$ cat config.mk
export PLATFORM = sky130hd
export DESIGN_NAME = avpg_serial
export DESIGN_NICKNAME = d
export VERILOG_FILES = /design/src/hw/rtl/avpg_pkg.sv /design/src/hw/rtl/avpg_serial.sv
export SDC_FILE = /design/constraint.sdc
export NUM_CORES = 1
export LEC_CHECK = 0
export ABC_AREA = 1
export BUFFER_PORTS_ARGS = -buffer_cell sky130_fd_sc_hd__buf_2
export CAP_MARGIN = 20
export CORE_MARGIN = 2
export CORE_UTILIZATION = 57
export DETAILED_ROUTE_END_ITERATION = 8
export HOLD_SLACK_MARGIN = 0.1
export PLACE_DENSITY = 0.8
export SYNTH_ARGS = -nofsm -noshare
export SYNTH_HDL_FRONTEND = slang
export SYNTH_SLANG_ARGS = --single-unit
$ cat constraint.sdc
create_clock -name i_clk -period 6.15 [get_ports i_clk]
set_input_delay 1.23 -clock i_clk [delete_from_list [all_inputs] [get_ports i_clk]]
set_output_delay 1.23 -clock i_clk [all_outputs]
set_load 0.1 [all_outputs]
$ cat src/hw/rtl/avpg_pkg.sv
// Shared types, constants and palette tables for the attribute video pixel generator.
package avpg_pkg;

    localparam int SCREEN_PIXELS_WIDE = 256;
    localparam int SCREEN_LINES       = 192;
    localparam int CELLS_PER_LINE     = SCREEN_PIXELS_WIDE / 8;
    localparam int BITMAP_BYTES       = CELLS_PER_LINE * SCREEN_LINES;
    localparam int ATTR_BYTES         = CELLS_PER_LINE * (SCREEN_LINES / 8);
    localparam int STORE_BYTES        = BITMAP_BYTES + ATTR_BYTES;

    localparam logic CMD_WRITE  = 1'b0;
    localparam logic CMD_RENDER = 1'b1;

    localparam logic [1:0] PAL_STANDARD  = 2'd0;
    localparam logic [1:0] PAL_ALTERNATE = 2'd1;

    typedef logic [23:0] t_rgb;

    typedef struct packed {
        logic [7:0] bits;
        logic [7:0] attr;
        logic [4:0] column;
        logic [7:0] line;
        logic       phase;
    } t_cell;

    localparam t_rgb PAL_STD_TAB [16] = '{
        24'h000000, 24'h0000C0, 24'hC00000, 24'hC000C0,
        24'h00C000, 24'h00C0C0, 24'hC0C000, 24'hC0C0C0,
        24'h000000, 24'h6060FF, 24'hFF6060, 24'hFF60FF,
        24'h60FF60, 24'h60FFFF, 24'hFFFF60, 24'hFFFFFF
    };

    localparam t_rgb PAL_ALT_TAB [16] = '{
        24'h000000, 24'h0000CD, 24'hA70000, 24'hA700CD,
        24'h00B700, 24'h00B7CD, 24'hA7B700, 24'hA7B7CD,
        24'h000000, 24'h0000FF, 24'hD00000, 24'hD000FF,
        24'h00E400, 24'h00E4FF, 24'hD0E400, 24'hD0E4FF
    };

    localparam t_rgb PAL_MONO_TAB [16] = '{
        24'h3E414C, 24'h4E515F, 24'h5E6273, 24'h6E7386,
        24'h7E839A, 24'h8E94AD, 24'h9EA4C1, 24'hAEB5D4,
        24'h3E414C, 24'h525564, 24'h666A7C, 24'h7A7F94,
        24'h8E93AD, 24'hA2A8C5, 24'hB5BCDD, 24'hC9D1F6
    };

    // red in the top byte, blue in the low byte
    function automatic t_rgb palette_rgb(input logic [1:0] pal, input logic [3:0] idx);
        t_rgb c;
        case (pal)
            PAL_STANDARD:  c = PAL_STD_TAB[idx];
            PAL_ALTERNATE: c = PAL_ALT_TAB[idx];
            default:       c = PAL_MONO_TAB[idx];
        endcase
        return c;
    endfunction

endpackage

$ cat src/hw/rtl/avpg_serial.sv
// Pixel serialiser: shifts one cell out as eight coloured pixels into an output register.
module avpg_serial (
    input  logic                i_clk,
    input  logic                i_rst_n,
    input  logic                i_load,
    input  avpg_pkg::t_cell     i_cell,
    input  logic [1:0]          i_palette,
    output logic                o_take,
    output logic                o_valid,
    input  logic                i_ready,
    output logic [7:0]          o_red,
    output logic [7:0]          o_green,
    output logic [7:0]          o_blue,
    output logic [7:0]          o_pixel_x,
    output logic [7:0]          o_pixel_y,
    output logic                o_last
);

    logic           r_sv;
    logic [2:0]     r_cnt;
    logic [7:0]     r_bits;
    logic [2:0]     r_ink;
    logic [2:0]     r_paper;
    logic           r_bright;
    logic           r_flip;
    logic [4:0]     r_col;
    logic [7:0]     r_line;

    logic           r_ov;
    logic [7:0]     r_red;
    logic [7:0]     r_green;
    logic [7:0]     r_blue;
    logic [7:0]     r_px;
    logic [7:0]     r_py;
    logic           r_last;

    logic           out_free;
    logic           emit;
    logic           take;
    logic [3:0]     idx;
    avpg_pkg::t_rgb rgb;

    assign out_free = !r_ov || i_ready;
    assign emit     = r_sv && out_free;
    assign take     = !r_sv || (emit && (r_cnt == 3'd7));
    assign idx      = {r_bright, (r_bits[7] ^ r_flip) ? r_ink : r_paper};
    assign rgb      = avpg_pkg::palette_rgb(i_palette, idx);

    always_ff @(posedge i_clk) begin
        if (!i_rst_n) begin
            r_sv  <= 1'b0;
            r_cnt <= 3'd0;
        end else if (i_load && take) begin
            r_sv  <= 1'b1;
            r_cnt <= 3'd0;
        end else if (emit) begin
            r_sv  <= (r_cnt != 3'd7);
            r_cnt <= r_cnt + 3'd1;
        end
    end

    always_ff @(posedge i_clk) begin
        if (i_load && take) begin
            r_bits   <= i_cell.bits;
            r_ink    <= i_cell.attr[2:0];
            r_paper  <= i_cell.attr[5:3];
            r_bright <= i_cell.attr[6];
            r_flip   <= i_cell.attr[7] & i_cell.phase;
            r_col    <= i_cell.column;
            r_line   <= i_cell.line;
        end else if (emit) begin
            r_bits <= {r_bits[6:0], 1'b0};
        end
    end

    always_ff @(posedge i_clk) begin
        if (!i_rst_n) begin
            r_ov <= 1'b0;
        end else if (out_free) begin
            r_ov <= r_sv;
        end
    end

    always_ff @(posedge i_clk) begin
        if (emit) begin
            r_red   <= rgb[23:16];
            r_green <= rgb[15:8];
            r_blue  <= rgb[7:0];
            r_px    <= {r_col, r_cnt};
            r_py    <= r_line;
            r_last  <= (r_cnt == 3'd7);
        end
    end

    assign o_take    = take;
    assign o_valid   = r_ov;
    assign o_red     = r_red;
    assign o_green   = r_green;
    assign o_blue    = r_blue;
    assign o_pixel_x = r_px;
    assign o_pixel_y = r_py;
    assign o_last    = r_last;

endmodule

==> results.sh <==
export IMPL_status="completed"
export IMPL_htree_levels=3
export IMPL_arrival_ps=2060
export IMPL_period_share_pct=53.5
export IMPL_grt_pass1_vias=2207
export IMPL_cp_end_kind="output port"
export IMPL_critPathRequiredTime_ps=4920
export IMPL_clock_skew_ps=11.3
export IMPL_diodes=0
export IMPL_syn_area_sq_um=3330
export IMPL_cp_endpoint="o_take"
export IMPL_clock_sinks=75
export IMPL_synthTopCellsByArea="edfxtp_1 (63%), nand2_1 (12%), nand3_1 (3.8%)"
export IMPL_drt_iter0_drc=275
export IMPL_post_route_util_pct=71.7
export IMPL_max_slew_margin_pct=56.0
export IMPL_placement_io_buffers=78
export IMPL_comb_power_share_pct=24.6
export IMPL_gp_congestion=0.878
export IMPL_finalSetupTns_ps=0
export IMPL_cts_resized=0
export IMPL_path_max_fanout=3
export IMPL_slew_viol_final=0
export IMPL_finalSetupViolCount=0
export IMPL_drv_cap=0
export IMPL_synth_top_family_by_area="simple AND/OR/NAND/NOR gates"
export IMPL_synth_edf_count=70
export IMPL_synth_cell_types=28
export IMPL_powerDensity_nw_per_um2=332
export IMPL_grt_remaining_overflow=0
export IMPL_die_w_um=80.5
export IMPL_synth_fp_nets=349
export IMPL_avgSynthCellArea_sq_um=11.0
export IMPL_synth_top_cell_area_share_pct=63.1
export IMPL_synth_ff_type="edfxtp_1"
export IMPL_path_class="in2out"
export IMPL_grt_max_degree=30
export IMPL_syn_instance_count=304
export IMPL_fin_area_sq_um=4000
export IMPL_remaining_drc_errors=0
export IMPL_cts_buffer_depth=2
export IMPL_dr_pass1_iters=4
export IMPL_max_freq_ghz=0.304
export IMPL_place_ws_ps=2840
export IMPL_synth_simple_area_share_pct=21.4
export IMPL_peakVddDrop_uv=208
export IMPL_start_util_pct=59.8
export IMPL_finalHoldViolCount=0
export IMPL_drive_gt1_share_pct=30.7
export IMPL_p_switching_uw=463
export IMPL_rsz0062_at_grt="false"
export IMPL_dieHeight_um=80.5
export IMPL_fin_nets=434
export IMPL_r2r_cells=13
export IMPL_post_cts_setup_buffers=0
export IMPL_dp_hpwl_um=4310
export IMPL_hold_buffers=0
export IMPL_timing_final_crit_period_ps=3290
export IMPL_rr_endpoint="o_blue[6]$_DFFE_PP_"
export IMPL_cts_root_buf="clkbuf_8"
export IMPL_wire_per_inst_um=12.9
export IMPL_wl_um=6020
export IMPL_ys_seq_area_share_pct=66.1
export IMPL_core_sq_um=5570
export IMPL_yosys_warnings=0
export IMPL_synth_xor_area_share_pct=0
export IMPL_cts_tree="yes"
export IMPL_synth_seq_cells=75
export IMPL_grt_total_usage_pct=20.4
export IMPL_worstSetupStartpointType="primary input"
export IMPL_path_clk_slew_ps=80
export IMPL_r2r_setup_slack_ps=4020
export IMPL_setup_ws_ps=2860
export IMPL_leakage_nw=1.85
export IMPL_place_area_sq_um=3780
export IMPL_tightestPinTransition_ps=660
export IMPL_synth_adder_area_share_pct=3.38
export IMPL_die_area_sq_um=6470
export IMPL_via_count=2342
export IMPL_ios=79
export IMPL_reg2reg_from="r_bits[7]$_DFFE_PP_"
export IMPL_hold_class="reg2reg"
export IMPL_antenna_found_initial=0
export IMPL_power_switching_share_pct=34.9
export IMPL_clkLatencyLatePin_ps=350
export IMPL_synth_compound_area_share_pct=4.17
export IMPL_p_seq_share_pct=46.6
export IMPL_synth_mux_area_share_pct=0
export IMPL_p_int_uw=862
export IMPL_synthToLayoutAreaGrowth_pct=19.9
export IMPL_cts_buffers=9
export IMPL_row_count=27
export IMPL_synthTopCellsByCount="nand2_1 (110), edfxtp_1 (70), inv_1 (27)"
export IMPL_clkPwrFrac_pct=28.8
export IMPL_routed_via_density=5.03
export IMPL_async_reset_ff_share_pct=0
export IMPL_yosysMostFrequentCell="nand2_1"
export IMPL_grt_pass1_wl_um=9650
export IMPL_crit_start="i_ready"
export IMPL_yosys_area_top_type="edfxtp_1"
export IMPL_detail_route_antenna_nets=0
-- state kept, by name, summed over array words and instances, names as in the netlist, 5 cells and up --
name	cells
o_pixel_x	8
r_col	5
o_pixel_y	8
o_blue	8
r_line	8
o_red	8
r_bits	8
o_green	8
-- area by class of cell --
| type | count | area (sq um) |
|---|---|---|
| inverters | 32 | 120 |
| flip-flops and latches | 75 | 2200 |
| well taps | 72 | 90.1 |
| repair buffers | 81 | 410 |
| multi-input cells | 190 | 965 |
| clock buffers | 9 | 124 |
| clock inverters | 7 | 83.8 |
| fillers | 418 | 1580 |
-- layout by cell type, fill, tap and decap left out, types with 2 or more instances in the layout --
master | netlist | routed
o21ai_0 | 8 | 8
clkbuf_8 | 0 | 9
buf_2 | 3 | 79
nand2_1 | 110 | 110
nand2_2 | 4 | 4
inv_1 | 27 | 27
edfxtp_1 | 70 | 70
inv_2 | 5 | 5
ha_1 | 9 | 9
buf_4 | 2 | 2
nand3_1 | 25 | 25
clkinv_4 | 0 | 2
o211ai_1 | 2 | 2
nand3_2 | 4 | 4
nand2_4 | 3 | 3
dfxtp_1 | 5 | 5
inv_6 | 0 | 2
a21oi_1 | 7 | 7
nor2_1 | 6 | 6
o21ai_2 | 3 | 3
-- worst min-delay path by stage --
stage	from	endpoint	slack (ps)	cells past startpoint
floorplan	r_col[0]$_DFFE_PP_	o_pixel_x[3]$_DFFE_PP_	400	0
global placement	r_line[2]$_DFFE_PP_	o_pixel_y[2]$_DFFE_PP_	400	0
detailed placement	r_col[0]$_DFFE_PP_	o_pixel_x[3]$_DFFE_PP_	410	0
CTS	r_col[0]$_DFFE_PP_	o_pixel_x[3]$_DFFE_PP_	430	0
global route	r_line[2]$_DFFE_PP_	o_pixel_y[2]$_DFFE_PP_	440	0
finish	r_line[2]$_DFFE_PP_	o_pixel_y[2]$_DFFE_PP_	420	0
-- power groups by stage --
stage	registers [mW]	clock network, mW	logic, mW
finish	0.617	0.381	0.326
global route	0.621	0.414	0.349
CTS	0.618	0.388	0.325
detailed placement	0.630	0	0.323
global placement	0.628	0	0.319
floorplan	0.778	0	0.118
-- critical path, stage by stage --
cell and delay, ps:
buf_2 100, inv_1 50, nand2_1 80, a21oi_1 220, inv_1 90, buf_2 300
-- per-layer routing --
layer	part of all wire, %	global-route usage (%)	vias to the layer above
li1	-	-	1189
met1	41	23.5	1059
met2	52	35.3	87
met3	6.2	6.18	7
met4	1.2	8.31	0
met5	0	0	-
-- through the flow --
step / instances / total power [mW] / hold WS [ps]
2_1_floorplan: 304 / 0.896 / 400
3_3_place_gp: 449 / 0.947 / 400
3_5_place_dp: 449 / 0.953 / 405
4_1_cts: 465 / 1.33 / 425
5_1_grt: 466 / 1.38 / 438
6_report: 466 / 1.32 / 424
-- kinds of logic after synthesis --
group	Yosys count
compound gates	23
flops	75
buf+inv	39
simple gates	158
fa+ha+maj	9
Power figures use the tool's default switching activity.
